<file path="src/rtl/touch_zone_press_release_detector_assert.svh">
// ----------------------------------------------------------------------------
// touch_zone_press_release_detector_assert.svh
// Assertion macros for the touch zone detector, empty with NO_ASSERTIONS.
// ----------------------------------------------------------------------------
`ifndef TOUCH_ZONE_PRESS_RELEASE_DETECTOR_ASSERT_SVH
`define TOUCH_ZONE_PRESS_RELEASE_DETECTOR_ASSERT_SVH

`ifndef NO_ASSERTIONS

// same-cycle implication
`define TZPR_ASSERT_IMPLY(lbl, clk, rst_n, ante, cons) \
    lbl: assert property (@(posedge clk) disable iff (!rst_n) (ante) |-> (cons)) \
        else $error("tzprd assertion failed");

// next-cycle implication
`define TZPR_ASSERT_NEXT(lbl, clk, rst_n, ante, cons) \
    lbl: assert property (@(posedge clk) disable iff (!rst_n) (ante) |=> (cons)) \
        else $error("tzprd assertion failed");

`else

`define TZPR_ASSERT_IMPLY(lbl, clk, rst_n, ante, cons)
`define TZPR_ASSERT_NEXT(lbl, clk, rst_n, ante, cons)

`endif

`endif

</file>
<file path="src/rtl/tzprd_pkg.sv">
// ----------------------------------------------------------------------------
// tzprd_pkg
// Types and constants shared by the touch zone detector modules.
// ----------------------------------------------------------------------------
package tzprd_pkg;

    localparam int FUNC_W     = 3;
    localparam int KIND_W     = 2;
    localparam int SAMPLE_W   = 12;
    localparam int ZIDX_W     = 4;
    localparam int COORD_W    = 11;
    localparam int SIZE_W     = 10;
    localparam int LEVEL_W    = 4;
    localparam int SCALE_W    = 16;
    localparam int ORIGIN_W   = 10;
    localparam int PROD_W     = SAMPLE_W + SCALE_W;
    localparam int CFG_IDX_W  = 3;
    localparam int CFG_DATA_W = 16;
    localparam int CNT_W      = 5;

    localparam logic [CNT_W-1:0]   MAX_RESULTS = 5'd16;
    localparam logic [LEVEL_W-1:0] LEVEL_MAX   = 4'd15;
    localparam logic [LEVEL_W-1:0] LEVEL_ONE   = 4'd1;

    localparam logic [SCALE_W-1:0]  RST_X_SCALE   = 16'd20972;
    localparam logic [SCALE_W-1:0]  RST_Y_SCALE   = 16'd15729;
    localparam logic [ORIGIN_W-1:0] RST_Y_ORIGIN  = 10'd240;
    localparam logic [SAMPLE_W-1:0] RST_DEADBAND  = 12'd10;
    localparam logic [SAMPLE_W-1:0] RST_THRESHOLD = 12'd50;

    localparam logic EV_PRESS   = 1'b0;
    localparam logic EV_RELEASE = 1'b1;

    typedef enum logic [FUNC_W-1:0] {
        FUNC_SAMPLE = 3'd0,
        FUNC_WRITE  = 3'd1,
        FUNC_SET_EN = 3'd2,
        FUNC_PAUSE  = 3'd3,
        FUNC_RESUME = 3'd4,
        FUNC_CLEAR  = 3'd5
    } t_func;

    typedef enum logic [KIND_W-1:0] {
        KIND_X     = 2'd0,
        KIND_Y     = 2'd1,
        KIND_PRESS = 2'd2,
        KIND_OTHER = 2'd3
    } t_kind;

    typedef enum logic [CFG_IDX_W-1:0] {
        CFG_X_SCALE   = 3'd0,
        CFG_Y_SCALE   = 3'd1,
        CFG_Y_ORIGIN  = 3'd2,
        CFG_DEADBAND  = 3'd3,
        CFG_THRESHOLD = 3'd4
    } t_cfg_idx;

    typedef enum logic [2:0] {
        ST_IDLE,
        ST_EXEC,
        ST_SCALE,
        ST_SCAN,
        ST_FLUSH,
        ST_SWEEP
    } t_state;

    typedef struct packed {
        logic signed [COORD_W-1:0] left;
        logic signed [COORD_W-1:0] top;
        logic [SIZE_W-1:0]         width;
        logic [SIZE_W-1:0]         height;
    } t_rect;

    // controller -> datapath
    typedef struct packed {
        logic cap_item;
        logic mul_go;
        logic scale_wr;
        logic zone_wr;
        logic en_wr;
        logic clr_zones;
        logic clr_last;
        logic scan_start;
        logic scan_run;
        logic sweep_start;
        logic sweep_run;
        logic flush;
    } t_cmd;

    // datapath -> controller
    typedef struct packed {
        t_func func;
        t_kind kind;
        logic  val_zero;
        logic  above_thr;
        logic  passes_db;
        logic  scan_done;
        logic  flush_done;
        logic  sweep_done;
    } t_sts;

endpackage

</file>
<file path="src/rtl/tzprd_ctrl.sv">
// ----------------------------------------------------------------------------
// tzprd_ctrl
// Sequencer: decodes each word and steps the datapath through it.
// ----------------------------------------------------------------------------
`include "touch_zone_press_release_detector_assert.svh"

module tzprd_ctrl import tzprd_pkg::*; (
    input  logic i_clk,
    input  logic i_rst_n,
    input  logic i_in_valid,
    output logic o_in_ready,
    input  t_sts i_sts,
    output t_cmd o_cmd
);

    t_state r_state;
    t_state n_state;

    always_ff @(posedge i_clk) begin
        if (!i_rst_n) begin
            r_state <= ST_IDLE;
        end else begin
            r_state <= n_state;
        end
    end

    always_comb begin
        n_state = r_state;
        case (r_state)
            ST_IDLE: begin
                if (i_in_valid) begin
                    n_state = ST_EXEC;
                end
            end
            ST_EXEC: begin
                n_state = ST_IDLE;
                case (i_sts.func)
                    FUNC_SAMPLE: begin
                        case (i_sts.kind)
                            KIND_X, KIND_Y: begin
                                if (i_sts.passes_db) begin
                                    n_state = ST_SCALE;
                                end
                            end
                            KIND_PRESS: begin
                                if (i_sts.val_zero || i_sts.above_thr) begin
                                    n_state = ST_SCAN;
                                end
                            end
                            default: n_state = ST_IDLE;
                        endcase
                    end
                    FUNC_PAUSE, FUNC_RESUME: n_state = ST_SWEEP;
                    default: n_state = ST_IDLE;
                endcase
            end
            ST_SCALE: n_state = ST_IDLE;
            ST_SCAN: begin
                if (i_sts.scan_done) begin
                    n_state = ST_FLUSH;
                end
            end
            ST_FLUSH: begin
                if (i_sts.flush_done) begin
                    n_state = ST_IDLE;
                end
            end
            ST_SWEEP: begin
                if (i_sts.sweep_done) begin
                    n_state = ST_IDLE;
                end
            end
            default: n_state = ST_IDLE;
        endcase
    end

    always_comb begin
        o_cmd      = '0;
        o_in_ready = 1'b0;
        case (r_state)
            ST_IDLE: begin
                o_in_ready     = 1'b1;
                o_cmd.cap_item = i_in_valid;
            end
            ST_EXEC: begin
                case (i_sts.func)
                    FUNC_SAMPLE: begin
                        case (i_sts.kind)
                            KIND_X, KIND_Y: o_cmd.mul_go = i_sts.passes_db;
                            KIND_PRESS: begin
                                // zero pressure releases even with a zero threshold
                                o_cmd.clr_last   = i_sts.val_zero;
                                o_cmd.scan_start = i_sts.val_zero || i_sts.above_thr;
                            end
                            default: o_cmd.scan_start = 1'b0;
                        endcase
                    end
                    FUNC_WRITE:  o_cmd.zone_wr   = 1'b1;
                    FUNC_SET_EN: o_cmd.en_wr     = 1'b1;
                    FUNC_PAUSE: begin
                        o_cmd.clr_last    = 1'b1;
                        o_cmd.sweep_start = 1'b1;
                    end
                    FUNC_RESUME: o_cmd.sweep_start = 1'b1;
                    FUNC_CLEAR:  o_cmd.clr_zones   = 1'b1;
                    default:     o_cmd.clr_zones   = 1'b0;
                endcase
            end
            ST_SCALE: o_cmd.scale_wr  = 1'b1;
            ST_SCAN:  o_cmd.scan_run  = 1'b1;
            ST_FLUSH: o_cmd.flush     = 1'b1;
            ST_SWEEP: o_cmd.sweep_run = 1'b1;
            default:  o_cmd           = '0;
        endcase
    end

    `TZPR_ASSERT_NEXT(a_accept_to_exec, i_clk, i_rst_n, i_in_valid && o_in_ready, r_state == ST_EXEC)
    `TZPR_ASSERT_NEXT(a_flush_to_idle, i_clk, i_rst_n, r_state == ST_FLUSH && i_sts.flush_done, r_state == ST_IDLE)
    `TZPR_ASSERT_IMPLY(a_ready_in_idle, i_clk, i_rst_n, o_in_ready, r_state == ST_IDLE)

endmodule

</file>
<file path="src/rtl/tzprd_dp.sv">
// ----------------------------------------------------------------------------
// tzprd_dp
// Datapath: config registers, coordinate scaling, zone tables, zone scan
// and the result holding stages.
// ----------------------------------------------------------------------------
`include "touch_zone_press_release_detector_assert.svh"

module tzprd_dp import tzprd_pkg::*; #(
    parameter int ZONE_COUNT = 16
) (
    input  logic                         i_clk,
    input  logic                         i_rst_n,
    input  t_cmd                         i_cmd,
    output t_sts                         o_sts,
    input  logic [FUNC_W-1:0]            i_func,
    input  logic [KIND_W-1:0]            i_sample_kind,
    input  logic [SAMPLE_W-1:0]          i_sample_value,
    input  logic [ZIDX_W-1:0]            i_zone_index,
    input  logic signed [COORD_W-1:0]    i_zone_left,
    input  logic signed [COORD_W-1:0]    i_zone_top,
    input  logic [SIZE_W-1:0]            i_zone_width,
    input  logic [SIZE_W-1:0]            i_zone_height,
    input  logic                         i_zone_enable,
    input  logic                         i_cfg_valid,
    input  logic [CFG_IDX_W-1:0]         i_cfg_index,
    input  logic [CFG_DATA_W-1:0]        i_cfg_data,
    output logic                         o_out_valid,
    input  logic                         i_out_ready,
    output logic                         o_event_kind,
    output logic [ZIDX_W-1:0]            o_event_zone,
    output logic                         o_last_event
);

    localparam int ZW = (ZONE_COUNT > 1) ? $clog2(ZONE_COUNT) : 1;
    localparam int LW = $clog2(ZONE_COUNT + 1);
    localparam int CW = (LW > ZIDX_W) ? LW : ZIDX_W;
    localparam logic [LW-1:0] NONE = LW'(ZONE_COUNT);

    // config
    logic [SCALE_W-1:0]  r_x_scale;
    logic [SCALE_W-1:0]  r_y_scale;
    logic [ORIGIN_W-1:0] r_y_origin;
    logic [SAMPLE_W-1:0] r_deadband;
    logic [SAMPLE_W-1:0] r_threshold;

    // captured word
    t_func                     r_func;
    t_kind                     r_kind;
    logic [SAMPLE_W-1:0]       r_val;
    logic [ZIDX_W-1:0]         r_idx;
    t_rect                     r_rect_in;
    logic                      r_en;

    // coordinate state
    logic [SAMPLE_W-1:0]       r_raw_x;
    logic [SAMPLE_W-1:0]       r_raw_y;
    logic signed [COORD_W-1:0] r_scr_x;
    logic signed [COORD_W-1:0] r_scr_y;
    logic [PROD_W-1:0]         r_prod;
    logic [LW-1:0]             r_last;

    // zone tables
    t_rect                     rect_mem [ZONE_COUNT];
    logic [LEVEL_W-1:0]        lvl_mem  [ZONE_COUNT];
    logic [ZONE_COUNT-1:0]     r_rect_ok;
    logic [ZONE_COUNT-1:0]     r_lvl_ok;
    t_rect                     r_rect_q;
    logic [LEVEL_W-1:0]        r_lvl_q;
    logic                      r_rect_okq;
    logic                      r_lvl_okq;

    // scan pipeline
    logic [LW-1:0]             r_scan_idx;
    logic                      r_eval_vld;
    logic [ZW-1:0]             r_eval_idx;
    logic                      r_scan_rel;
    logic                      r_sweep_up;
    logic [CNT_W-1:0]          r_emit_cnt;

    // result stages
    logic                      r_pend_vld;
    logic                      r_pend_kind;
    logic [ZIDX_W-1:0]         r_pend_zone;
    logic                      r_out_vld;
    logic                      r_out_kind;
    logic [ZIDX_W-1:0]         r_out_zone;
    logic                      r_out_last;

    logic [SAMPLE_W-1:0]       kept;
    logic [SAMPLE_W-1:0]       diff;
    logic [SCALE_W-1:0]        sel_scale;
    logic [PROD_W-1:0]         prod_c;
    logic [SAMPLE_W-1:0]       scaled;
    logic signed [COORD_W-1:0] new_x;
    logic signed [COORD_W+1:0] y_diff;
    logic signed [COORD_W-1:0] new_y;
    logic                      idx_ok;
    logic [ZW-1:0]             item_addr;
    logic [ZW-1:0]             rd_addr;
    logic                      advance;
    logic                      issue;
    t_rect                     rect_eff;
    logic [LEVEL_W-1:0]        lvl_eff;
    logic signed [COORD_W:0]   x_e, y_e, l_e, t_e, r_e, b_e;
    logic                      hit;
    logic                      want;
    logic                      emit_now;
    logic                      out_free;
    logic                      stall;
    logic                      scan_move;
    logic                      flush_move;
    logic                      out_load;
    logic                      wb_en;
    logic [LEVEL_W-1:0]        wb_val;
    logic                      lvl_we;
    logic [ZW-1:0]             lvl_wa;
    logic [LEVEL_W-1:0]        lvl_wd;
    logic                      rect_we;

    // ---------------- config port (always ready) ----------------
    always_ff @(posedge i_clk) begin
        if (!i_rst_n) begin
            r_x_scale   <= RST_X_SCALE;
            r_y_scale   <= RST_Y_SCALE;
            r_y_origin  <= RST_Y_ORIGIN;
            r_deadband  <= RST_DEADBAND;
            r_threshold <= RST_THRESHOLD;
        end else if (i_cfg_valid) begin
            case (t_cfg_idx'(i_cfg_index))
                CFG_X_SCALE:   r_x_scale   <= i_cfg_data;
                CFG_Y_SCALE:   r_y_scale   <= i_cfg_data;
                CFG_Y_ORIGIN:  r_y_origin  <= i_cfg_data[ORIGIN_W-1:0];
                CFG_DEADBAND:  r_deadband  <= i_cfg_data[SAMPLE_W-1:0];
                CFG_THRESHOLD: r_threshold <= i_cfg_data[SAMPLE_W-1:0];
                default:       r_threshold <= r_threshold;
            endcase
        end
    end

    // ---------------- word capture ----------------
    always_ff @(posedge i_clk) begin
        if (i_cmd.cap_item) begin
            r_func           <= t_func'(i_func);
            r_kind           <= t_kind'(i_sample_kind);
            r_val            <= i_sample_value;
            r_idx            <= i_zone_index;
            r_rect_in.left   <= i_zone_left;
            r_rect_in.top    <= i_zone_top;
            r_rect_in.width  <= i_zone_width;
            r_rect_in.height <= i_zone_height;
            r_en             <= i_zone_enable;
        end
    end

    // ---------------- deadband and scaling ----------------
    assign kept      = (r_kind == KIND_Y) ? r_raw_y : r_raw_x;
    assign diff      = (r_val > kept) ? (r_val - kept) : (kept - r_val);
    assign sel_scale = (r_kind == KIND_Y) ? r_y_scale : r_x_scale;
    assign prod_c    = r_val * sel_scale;
    assign scaled    = r_prod[PROD_W-1:SCALE_W];
    assign new_x     = (scaled > 12'd1023) ? 11'sd1023 : COORD_W'({1'b0, scaled[9:0]});
    assign y_diff    = signed'({3'b000, r_y_origin}) - signed'({1'b0, scaled});

    always_comb begin
        if (y_diff < -13'sd1024) begin
            new_y = -11'sd1024;
        end else if (y_diff > 13'sd1023) begin
            new_y = 11'sd1023;
        end else begin
            new_y = y_diff[COORD_W-1:0];
        end
    end

    always_ff @(posedge i_clk) begin
        if (i_cmd.mul_go) begin
            r_prod <= prod_c;
        end
    end

    always_ff @(posedge i_clk) begin
        if (!i_rst_n) begin
            r_raw_x <= '0;
            r_raw_y <= '0;
            r_scr_x <= '0;
            r_scr_y <= '0;
        end else if (i_cmd.scale_wr) begin
            if (r_kind == KIND_Y) begin
                r_scr_y <= new_y;
                r_raw_y <= r_val;
            end else begin
                r_scr_x <= new_x;
                r_raw_x <= r_val;
            end
        end
    end

    // ---------------- scan / sweep pipeline ----------------
    assign idx_ok    = CW'(r_idx) < CW'(ZONE_COUNT);
    assign item_addr = ZW'(r_idx);
    assign rd_addr   = r_scan_idx[ZW-1:0];
    assign out_free  = !r_out_vld || i_out_ready;

    assign rect_eff = r_rect_okq ? r_rect_q : '0;
    assign lvl_eff  = r_lvl_okq ? r_lvl_q : '0;

    // strict containment, 12-bit signed so the far edges cannot overflow
    assign x_e = {r_scr_x[COORD_W-1], r_scr_x};
    assign y_e = {r_scr_y[COORD_W-1], r_scr_y};
    assign l_e = {rect_eff.left[COORD_W-1], rect_eff.left};
    assign t_e = {rect_eff.top[COORD_W-1], rect_eff.top};
    assign r_e = l_e + signed'({2'b00, rect_eff.width});
    assign b_e = t_e + signed'({2'b00, rect_eff.height});
    assign hit = (lvl_eff == LEVEL_ONE) && (x_e > l_e) && (x_e < r_e) &&
                 (y_e > t_e) && (y_e < b_e);

    assign want     = i_cmd.scan_run && r_eval_vld &&
                      (r_scan_rel ? hit : (hit && (r_last != LW'(r_eval_idx))));
    assign emit_now = want && (r_emit_cnt < MAX_RESULTS);
    assign stall    = emit_now && r_pend_vld && !out_free;
    assign advance  = (i_cmd.scan_run && !stall) || i_cmd.sweep_run;
    assign issue    = advance && (r_scan_idx < NONE);

    always_ff @(posedge i_clk) begin
        if (!i_rst_n) begin
            r_scan_idx <= '0;
            r_eval_vld <= 1'b0;
        end else if (i_cmd.scan_start || i_cmd.sweep_start) begin
            r_scan_idx <= '0;
            r_eval_vld <= 1'b0;
        end else if (advance) begin
            r_eval_vld <= issue;
            if (issue) begin
                r_scan_idx <= r_scan_idx + 1'b1;
            end
        end
    end

    always_ff @(posedge i_clk) begin
        if (issue) begin
            r_eval_idx <= rd_addr;
            r_rect_okq <= r_rect_ok[rd_addr];
            r_lvl_okq  <= r_lvl_ok[rd_addr];
        end
        if (i_cmd.scan_start) begin
            r_scan_rel <= (r_val == '0);
        end
        if (i_cmd.sweep_start) begin
            r_sweep_up <= (r_func == FUNC_PAUSE);
        end
    end

    // level write-back during pause / resume
    always_comb begin
        wb_en  = 1'b0;
        wb_val = lvl_eff;
        if (i_cmd.sweep_run && r_eval_vld && (lvl_eff != '0)) begin
            if (r_sweep_up) begin
                wb_en  = (lvl_eff != LEVEL_MAX);
                wb_val = lvl_eff + 1'b1;
            end else begin
                wb_en  = 1'b1;
                wb_val = lvl_eff - 1'b1;
            end
        end
    end

    assign rect_we = i_cmd.zone_wr && idx_ok;
    assign lvl_we  = wb_en || ((i_cmd.zone_wr || i_cmd.en_wr) && idx_ok);
    assign lvl_wa  = wb_en ? r_eval_idx : item_addr;
    assign lvl_wd  = wb_en ? wb_val :
                     (i_cmd.zone_wr ? LEVEL_ONE : LEVEL_W'(r_en));

    always_ff @(posedge i_clk) begin
        if (rect_we) begin
            rect_mem[item_addr] <= r_rect_in;
        end
        if (issue) begin
            r_rect_q <= rect_mem[rd_addr];
        end
    end

    always_ff @(posedge i_clk) begin
        if (lvl_we) begin
            lvl_mem[lvl_wa] <= lvl_wd;
        end
        if (issue) begin
            r_lvl_q <= lvl_mem[rd_addr];
        end
    end

    // entries not marked read as zero
    always_ff @(posedge i_clk) begin
        if (!i_rst_n || i_cmd.clr_zones) begin
            r_rect_ok <= '0;
            r_lvl_ok  <= '0;
        end else begin
            if (rect_we) begin
                r_rect_ok[item_addr] <= 1'b1;
            end
            if ((i_cmd.zone_wr || i_cmd.en_wr) && idx_ok) begin
                r_lvl_ok[item_addr] <= 1'b1;
            end
        end
    end

    // last pressed zone follows every press hit, even past the result cap
    always_ff @(posedge i_clk) begin
        if (!i_rst_n || i_cmd.clr_last) begin
            r_last <= NONE;
        end else if (want && !stall && !r_scan_rel) begin
            r_last <= LW'(r_eval_idx);
        end
    end

    // ---------------- result stages ----------------
    // one result is held back until it is known whether another follows
    assign scan_move  = emit_now && !stall && r_pend_vld;
    assign flush_move = i_cmd.flush && r_pend_vld && out_free;
    assign out_load   = scan_move || flush_move;

    always_ff @(posedge i_clk) begin
        if (!i_rst_n) begin
            r_pend_vld <= 1'b0;
            r_emit_cnt <= '0;
        end else if (i_cmd.scan_start) begin
            r_pend_vld <= 1'b0;
            r_emit_cnt <= '0;
        end else if (emit_now && !stall) begin
            r_pend_vld <= 1'b1;
            r_emit_cnt <= r_emit_cnt + 1'b1;
        end else if (flush_move) begin
            r_pend_vld <= 1'b0;
        end
    end

    always_ff @(posedge i_clk) begin
        if (emit_now && !stall) begin
            r_pend_kind <= r_scan_rel ? EV_RELEASE : EV_PRESS;
            r_pend_zone <= ZIDX_W'(r_eval_idx);
        end
    end

    always_ff @(posedge i_clk) begin
        if (!i_rst_n) begin
            r_out_vld <= 1'b0;
        end else if (out_load) begin
            r_out_vld <= 1'b1;
        end else if (i_out_ready) begin
            r_out_vld <= 1'b0;
        end
    end

    always_ff @(posedge i_clk) begin
        if (out_load) begin
            r_out_kind <= r_pend_kind;
            r_out_zone <= r_pend_zone;
            r_out_last <= flush_move;
        end
    end

    assign o_out_valid  = r_out_vld;
    assign o_event_kind = r_out_kind;
    assign o_event_zone = r_out_zone;
    assign o_last_event = r_out_last;

    // ---------------- status ----------------
    always_comb begin
        o_sts            = '0;
        o_sts.func       = r_func;
        o_sts.kind       = r_kind;
        o_sts.val_zero   = (r_val == '0);
        o_sts.above_thr  = (r_val > r_threshold);
        o_sts.passes_db  = (diff > r_deadband);
        o_sts.scan_done  = (r_scan_idx == NONE) && !r_eval_vld;
        o_sts.sweep_done = (r_scan_idx == NONE) && !r_eval_vld;
        o_sts.flush_done = !r_pend_vld;
    end

    `TZPR_ASSERT_IMPLY(a_out_no_overwrite, i_clk, i_rst_n, out_load, !r_out_vld || i_out_ready)
    `TZPR_ASSERT_IMPLY(a_emit_cap, i_clk, i_rst_n, 1'b1, r_emit_cnt <= MAX_RESULTS)
    `TZPR_ASSERT_NEXT(a_stall_holds, i_clk, i_rst_n, stall, r_eval_vld && $stable(r_eval_idx))

endmodule

</file>
<file path="src/rtl/touch_zone_press_release_detector.sv">
// ----------------------------------------------------------------------------
// touch_zone_press_release_detector
// Touch panel front end: deadband and scaling of X/Y samples, zone table,
// press and release events for the zones that hold the touch point.
// ----------------------------------------------------------------------------
//  channel  direction  handshake                  payload
//  in       sink       i_in_valid / o_in_ready    i_func .. i_zone_enable
//  out      source     o_out_valid / i_out_ready  o_event_kind, o_event_zone,
//                                                 o_last_event
//  cfg      sink       i_cfg_valid / o_cfg_ready  i_cfg_index, i_cfg_data
//
//  One word at a time: a new word is accepted only once the last is done.
//  Scanning pressure and pause/resume read one table entry per cycle, unless
//  the scan is held by an output stall.
//  Output stalls hold the scan once a second hit waits behind a full output.
//  Reset (synchronous): zone tables read as empty at once, no clearing pass.
//  The config port is always ready; results already out stay until taken.
// ----------------------------------------------------------------------------
module touch_zone_press_release_detector import tzprd_pkg::*; #(
    parameter int ZONE_COUNT = 16
) (
    input  logic                      i_clk,
    input  logic                      i_rst_n,
    input  logic                      i_in_valid,
    output logic                      o_in_ready,
    input  logic [FUNC_W-1:0]         i_func,
    input  logic [KIND_W-1:0]         i_sample_kind,
    input  logic [SAMPLE_W-1:0]       i_sample_value,
    input  logic [ZIDX_W-1:0]         i_zone_index,
    input  logic signed [COORD_W-1:0] i_zone_left,
    input  logic signed [COORD_W-1:0] i_zone_top,
    input  logic [SIZE_W-1:0]         i_zone_width,
    input  logic [SIZE_W-1:0]         i_zone_height,
    input  logic                      i_zone_enable,
    output logic                      o_out_valid,
    input  logic                      i_out_ready,
    output logic                      o_event_kind,
    output logic [ZIDX_W-1:0]         o_event_zone,
    output logic                      o_last_event,
    input  logic                      i_cfg_valid,
    output logic                      o_cfg_ready,
    input  logic [CFG_IDX_W-1:0]      i_cfg_index,
    input  logic [CFG_DATA_W-1:0]     i_cfg_data
);

    t_cmd cmd;
    t_sts sts;

    assign o_cfg_ready = 1'b1;

    tzprd_ctrl u_ctrl (
        .i_clk      (i_clk),
        .i_rst_n    (i_rst_n),
        .i_in_valid (i_in_valid),
        .o_in_ready (o_in_ready),
        .i_sts      (sts),
        .o_cmd      (cmd)
    );

    tzprd_dp #(
        .ZONE_COUNT (ZONE_COUNT)
    ) u_dp (
        .i_clk          (i_clk),
        .i_rst_n        (i_rst_n),
        .i_cmd          (cmd),
        .o_sts          (sts),
        .i_func         (i_func),
        .i_sample_kind  (i_sample_kind),
        .i_sample_value (i_sample_value),
        .i_zone_index   (i_zone_index),
        .i_zone_left    (i_zone_left),
        .i_zone_top     (i_zone_top),
        .i_zone_width   (i_zone_width),
        .i_zone_height  (i_zone_height),
        .i_zone_enable  (i_zone_enable),
        .i_cfg_valid    (i_cfg_valid),
        .i_cfg_index    (i_cfg_index),
        .i_cfg_data     (i_cfg_data),
        .o_out_valid    (o_out_valid),
        .i_out_ready    (i_out_ready),
        .o_event_kind   (o_event_kind),
        .o_event_zone   (o_event_zone),
        .o_last_event   (o_last_event)
    );

endmodule

</file>
<file path="config.mk">
export PLATFORM = sky130hd
export DESIGN_NAME = touch_zone_press_release_detector
export DESIGN_NICKNAME = d
export VERILOG_FILES = /design/src/rtl/tzprd_pkg.sv /design/src/rtl/tzprd_ctrl.sv /design/src/rtl/tzprd_dp.sv /design/src/rtl/touch_zone_press_release_detector.sv
export VERILOG_INCLUDE_DIRS = /design/src /design/src/rtl
export SDC_FILE = /design/constraint.sdc
export NUM_CORES = 2
export LEC_CHECK = 0
export ABC_AREA = 1
export BUFFER_PORTS_ARGS = -buffer_cell sky130_fd_sc_hd__buf_2
export CAP_MARGIN = 10
export CELL_PAD_IN_SITES_DETAIL_PLACEMENT = 1
export CELL_PAD_IN_SITES_GLOBAL_PLACEMENT = 2
export CORE_MARGIN = 4
export CORE_UTILIZATION = 42
export DETAILED_ROUTE_END_ITERATION = 12
export GPL_ROUTABILITY_DRIVEN = 1
export HOLD_SLACK_MARGIN = 0.06
export PLACE_DENSITY_LB_ADDON = 0.1
export SYNTH_ARGS = -nofsm -noshare
export SYNTH_HDL_FRONTEND = slang
export SYNTH_SLANG_ARGS = --single-unit
</file>
<file path="constraint.sdc">
create_clock -name i_clk -period 6.9 [get_ports i_clk]
set_clock_uncertainty 0.1 [all_clocks]
set_input_delay 1.035 -clock i_clk [delete_from_list [all_inputs] [get_ports i_clk]]
set_output_delay 1.035 -clock i_clk [all_outputs]
set_load 0.1 [all_outputs]
</file>
# Word-level counts from Yosys, hierarchy flattened
# Memories as Yosys holds them, arrays and structs flattened. A register that Yosys moved wholly into a read port is not among the register bits.
# Cells that the tools add are included.
[word_totals]
ff_bits = 275
ramBits = 736
inputBits = 88
output_inout_bits = 9
word_cells = 210
memories = 2
[op_classes]
addsub = 9
mul = 1
magnitude_cmp = 15
eq_ne = 24
n_mux = 59
n_bitwise = 4
n_reduce_logical = 58
[memory_table]
columns = ["memory", "depth", "width", "rd", "rd_clocked_by_memory_dff", "write_ports", "line", "rtl"]
rows = [
  ["u_dp.rect_mem", 16, 42, 1, 1, 1, "tzprd_dp.sv:63", "t_rect rect_mem [ZONE_COUNT];"],
  ["u_dp.lvl_mem", 16, 4, 1, 1, 1, "tzprd_dp.sv:64", "logic [LEVEL_W-1:0] lvl_mem [ZONE_COUNT];"],
]
[ops]
columns = ["op", "count"]
rows = [
  ["2-to-1 mux 42 bit", 1],
  ["greater-than comparator 12 bit", 3],
  ["2-to-1 mux 1 bit", 33],
  ["bitwise OR 16 bit", 2],
  ["multiplier 12 x 16 -> 28 bit", 1],
  ["adder 11 x 11 -> 12 bit", 2],
  ["less-than comparator 11 x 12 -> 1 bit", 2],
  ["2-to-1 mux 12 bit", 2],
  ["subtractor 12 bit", 2],
  ["greater-than comparator 11 bit", 2],
  ["logical AND 1 bit", 22],
  ["2-to-1 mux 11 bit", 2],
  ["2-to-1 mux 4 bit", 5],
  ["equality test 3 x 2 -> 1 bit (second input constant)", 6],
  ["2-to-1 mux 16 bit", 1],
  ["AND reduction 2 bit", 8],
  ["equality test 3 bit (second input constant)", 5],
  ["one-hot mux 3 bit (5 select lines)", 1],
  ["greater-than comparator 13 x 11 -> 1 bit (second input constant)", 1],
  ["less-than comparator 13 x 11 -> 1 bit (second input constant)", 1],
  ["subtractor 10 x 12 -> 13 bit", 1],
  ["greater-than comparator 12 x 10 -> 1 bit (second input constant)", 1],
  ["zero test 12 bit", 1],
  ["2-to-1 mux 3 bit", 4],
  ["30 further kinds", 61],
]

# Logic depth before layout (Yosys ltp)
[depth]
word_depth = 17
ltp_mapped = 32
ltp_nobuf = 30

# Cells and area by module
# Synthesis repeated with hierarchy kept, for this count alone.
[hier_totals]
cells_unflattened = 4728
hier_area_um2 = 49850.3
[by_module_without_submodules]
columns = ["mod", "n_inst", "cells_per_inst", "area_per_inst_um2", "seq_area_each_um2"]
rows = [
  ["tzprd_dp", 1, 4664, 49508.7, 29558.3],
  ["tzprd_ctrl", 1, 62, 330.3, 60.1],
  ["touch_zone_press_release_detector", 1, 2, 11.3, 0.0],
]

# Worst setup path before layout
# Ideal clock, no wire load.
[synth_path]
kind = "register -> register"
startpoint = "register u_dp.r_kind[0]"
endpoint = "register u_dp.r_prod[27], data pin"
setup_time_ps = 252
t_arrival_ps = 5207
t_required_ps = 6548
path_slack_ps = 1341
path_stages_with_launch = 26
path_buffers = 1
synth_period_minus_slack_ps = 5559
path_cell_list = "edfxtp_1 nand2_2 inv_1 clkbuf_1 or2_2 o21ai_0 clkinv_1 nand2_1 fa_1 fa_1 fa_1 inv_1 fa_1 inv_1 fa_1 inv_1 ha_1 a21oi_1 a21boi_0 o221ai_1 a21oi_1 nand2_1 nand2_1 nand2_1 nand2_1 nand2_1"
[synth_via]
elab_chain_len = 3
[synth_lines]
columns = ["element", "line", "rtl"]
rows = [
  ["start: declaration", "tzprd_dp.sv:48", "t_kind r_kind;"],
  ["start signal: assignment", "tzprd_dp.sv:144", "r_kind <= t_kind'(i_sample_kind);"],
  ["equality test 2 x 1 -> 1 bit", "tzprd_dp.sv:158", "assign sel_scale = (r_kind == KIND_Y) ? r_y_scale : r_x_scale;"],
  ["2-to-1 mux 16 bit", "tzprd_dp.sv:158", ""],
  ["multiplier 12 x 16 -> 28 bit", "tzprd_dp.sv:159", "assign prod_c = r_val * sel_scale;"],
  ["via u_dp.prod_c[27]", "tzprd_dp.sv:92", "logic [PROD_W-1:0] prod_c;"],
  ["end signal: assignment", "tzprd_dp.sv:176", "r_prod <= prod_c;"],
  ["end: declaration", "tzprd_dp.sv:59", "logic [PROD_W-1:0] r_prod;"],
]
# The timed path passes the listed nets, and every way through them passes these cells.
# A chain may end at the register's enable or synchronous reset.

# Worst setup path in the final report
[layout_path]
startpoint = "register u_dp.r_kind[1]"
endpoint = "register u_dp.r_prod[26], data pin"
# The elaborated chain is that of the path after synthesis.

==> flow_summary_export.csv <==
group,metric,value,unit
run_status,outcome,"finished, final reports clean",
power,leakage,0.02170,uW
synthesis,netlist_area,49790,sq um
cts,hold_buffers,0,
synthesis,synthSimpleGateAreaFrac,12.83,%
place,dpl_worst_slack,0.6033,ns
cts,clkTransAtPathRegs,0.06,ns
hold_path,min_path_type,"flip-flop to flip-flop",
synthesis,netlist.top_cell.by_area,"edfxtp_1",
cts,post_cts_buffers,0,
floorplan,rows,126,
grt,grt_pass1_vias,35740,
synthesis,synth_top_area_share,52.89,%
sta,timing.hold.ws,0.3194,ns
synthesis,muxShareOfSynthArea,0,%
cts,cts_tree,"done",
synthesis,synth.yosys.seq_area_share,59.48,%
drt,route.antenna.remaining_nets,0,
cts,cts_max_path_buffers,3,
final_layout,fin_area,55550,sq um
drt,drt-pass1-iter-count,5,
sta,final.min_clock_period,6.271,ns
sta,drv_slew,0,
sta,max_freq,159.5,MHz
drt,vias_per_cell,5.370,
synthesis,syn-num-nets,5143,
drt,wl,147400,um
floorplan,ios,97,
synthesis,async_flop_share,0,%
final_layout,syn_to_final_growth,11.55,%
synthesis,ys.flop_type,"edfxtp_1",
floorplan,start_util,42.23,%
synthesis,yosys_register_bits,1041,
floorplan,die_x,352.3,um
power,ir_drop,0.6669,mV
sta,rsz0062_at_grt,"false",
critical_path,crit_fanout,15,
synthesis,synthCells,4724,
final_layout,layout-drive-gt1-share,7.842,%
place,place_area,51930,sq um
synthesis,synth-warning-count,0,
grt,antenna_found_initial,2,
cts,cts_root_buffer,"clkbuf_16",
critical_path,timing.reg2reg.setup_slack,0.63,ns
grt,grt_use_total,23.60,%
synthesis,synth_top_family_by_area,"simple AND/OR/NAND/NOR gates",
synthesis,yosysMostFrequentCell,"edfxtp_1",
synthesis,synthXorXnorAreaFrac,0.9146,%
grt,grt_overflow,0,
synthesis,synth_fa_ha_area_share,10.49,%
floorplan,die_area,124100,sq um
sta,worst_pin_slew,1.133,ns
cts,h-tree-depth,3,
cts,cts_buffers,111,
synthesis,synth_area_per_cell,10.54,sq um
drt,vias,34410,
place,gp_congestion,0.8297,
cts,worstSkewPairLatency,0.74,ns
synthesis,synth_edf_count,877,
sta,finalHoldViolCount,0,
sta,relSlewSlack,24.44,%
drt,wl_per_cell,23.00,um
sta,setup_violations,0,
cts,cts.sinks,1041,
sta,setup_tns,0,ns
final_layout,nFillCells,12770,
grt,grt_max_degree,196,
drt,drtIter0Drc,2288,
place,io_buffers,95,
critical_path,cp-start-kind,"flip-flop",
critical_path,end_kind,"flip-flop",
place,hpwl,89980,um
final_layout,final_nets,5198,
floorplan,core-area,117900,sq um
critical_path,worstSetupPathType,"flip-flop to flip-flop",
drt,drc,0,
final_layout,fin_util,47.10,%
sta,fin_crit_sh,90.88,%
synthesis,synth_area_leaders,"edfxtp_1 53%, dfxtp_1 6.6%, fa_1 5.8%, nand2_1 5.8%, o21ai_0 5.3%",
sta,setup_ws,0.6293,ns
critical_path,cp_data_arrival_time,6.61,ns
power,power_density,460.1,nW/um^2
critical_path,required,7.24,ns
synthesis,synth_cell_types,51,
job,maxCapViolCount,0,
grt,grt_pass1_wl,223400,um
synthesis,ys_top_cells_by_count,"877 x edfxtp_1, 768 x nand2_1, 611 x nor2_1",
synthesis,synth_compound_area_share,10.87,%
floorplan,die_y,352.3,um
cts,cts_resized,0,
[kinds of logic (layout without fill, tap and decap cells)]
| logic type | count (synthesis) | count (layout) |
|---|---|---|
| xor gates and xnor gates | 52 | 52 |
| adders and majority gates | 331 | 331 |
| buffers and inverters | 712 | 859 |
| AOI/OAI and AO/OA | 1000 | 1000 |
| and+or+nand+nor | 1587 | 1587 |
| other | 1 | 2 |
| DFF | 1041 | 1041 |
[final timing paths]
path              cells after the start              from                 to
hold reg to reg                       0  u_dp.r_pend_kind  u_dp.o_event_kind
hold / removal                        0  u_dp.r_pend_kind  u_dp.o_event_kind
setup / recovery                     25    u_dp.r_kind[1]    u_dp.r_prod[26]
setup reg to reg                     25    u_dp.r_kind[1]    u_dp.r_prod[26]
[final cells by class]
type	count	area (sq um)	share of cell area (%)
Timing Repair Buffer	152	957.2	1.723
Sequential cell	1041	29630	53.33
Tap cell	1536	1922	3.460
Multi-Input combinational cell	2971	17540	31.57
Inverter	502	1897	3.415
Clock buffer	149	3043	5.478
Clock inverter	56	563.0	1.014
Antenna cell	1	2.502	0.004505
[cell usage in the layout, fill, tap and decap left out, drive strengths merged, types with 3 or more instances in the layout]
master and n:
edfxtp 877, nand2 771, nor2 615, o21ai 535
inv 495, a21oi 221, ha 187, o22ai 184
dfxtp 164, buf 152, clkbuf 149, fa 144
nand3 85, nand4 67, clkinv 55, xor2 35
nor3 18, or2 18, xnor2 17, o21bai 14
a21boi 9, o211ai 8, bufinv 7, nor4 6
a211oi 6, nand3b 5, a31oi 4, a21o 3
o21a 3, o221ai 3
[flip-flops by register name, indices dropped and copies added (netlist names), 16 cells and up]
register / count
u_dp.r_lvl_ok: 16
u_dp.r_rect_in: 42
u_dp.r_rect_q: 42
u_dp.lvl_mem: 64
u_dp.rect_mem: 672
u_dp.r_y_scale: 16
u_dp.r_rect_ok: 16
u_dp.r_x_scale: 16
[report_power, final]
| part | internal, uW | total [uW] | switching (uW) |
|---|---|---|---|
| combinational | 4170 | 11800 | 7600 |
| clock | 3360 | 5900 | 2540 |
| sequential | 7530 | 7890 | 361 |
[metal layers]
metal | global-route usage, % | wire, um | vias to the layer above
li1 | - | - | 16290
met1 | 30.90 | 65080 | 17370
met2 | 41.23 | 73470 | 545
met3 | 3.289 | 4864 | 207
met4 | 6.412 | 3964 | 0
met5 | 0 | 0 | -
[worst max-delay path: stages (launching register included)]
cell and delay [ns]:
edfxtp_1 0.38, inv_2 0.09, nand2_2 0.07, inv_1 0.31
or2_2 0.18, o21ai_0 0.22, inv_1 0.27, nand2_1 0.12
fa_1 0.56, inv_1 0.05, fa_1 0.49, inv_1 0.05
fa_1 0.55, inv_1 0.06, fa_1 0.49, inv_1 0.05
fa_1 0.48, inv_1 0.04, ha_1 0.33, a21oi_1 0.26
o21ai_0 0.15, a21oi_1 0.20, inv_1 0.07, a211oi_1 0.20
nand2_1 0.09, xor2_1 0.14
[per-stage QoR]
step / std cells / total power [uW]
final: 6408 / 25560
after global placement: 6201 / 19750
after global routing: 6407 / 27960
after CTS: 6406 / 25910
after detailed placement: 6201 / 19880
after floorplan: 4724 / 16390
Power figures use the tool's default switching activity.
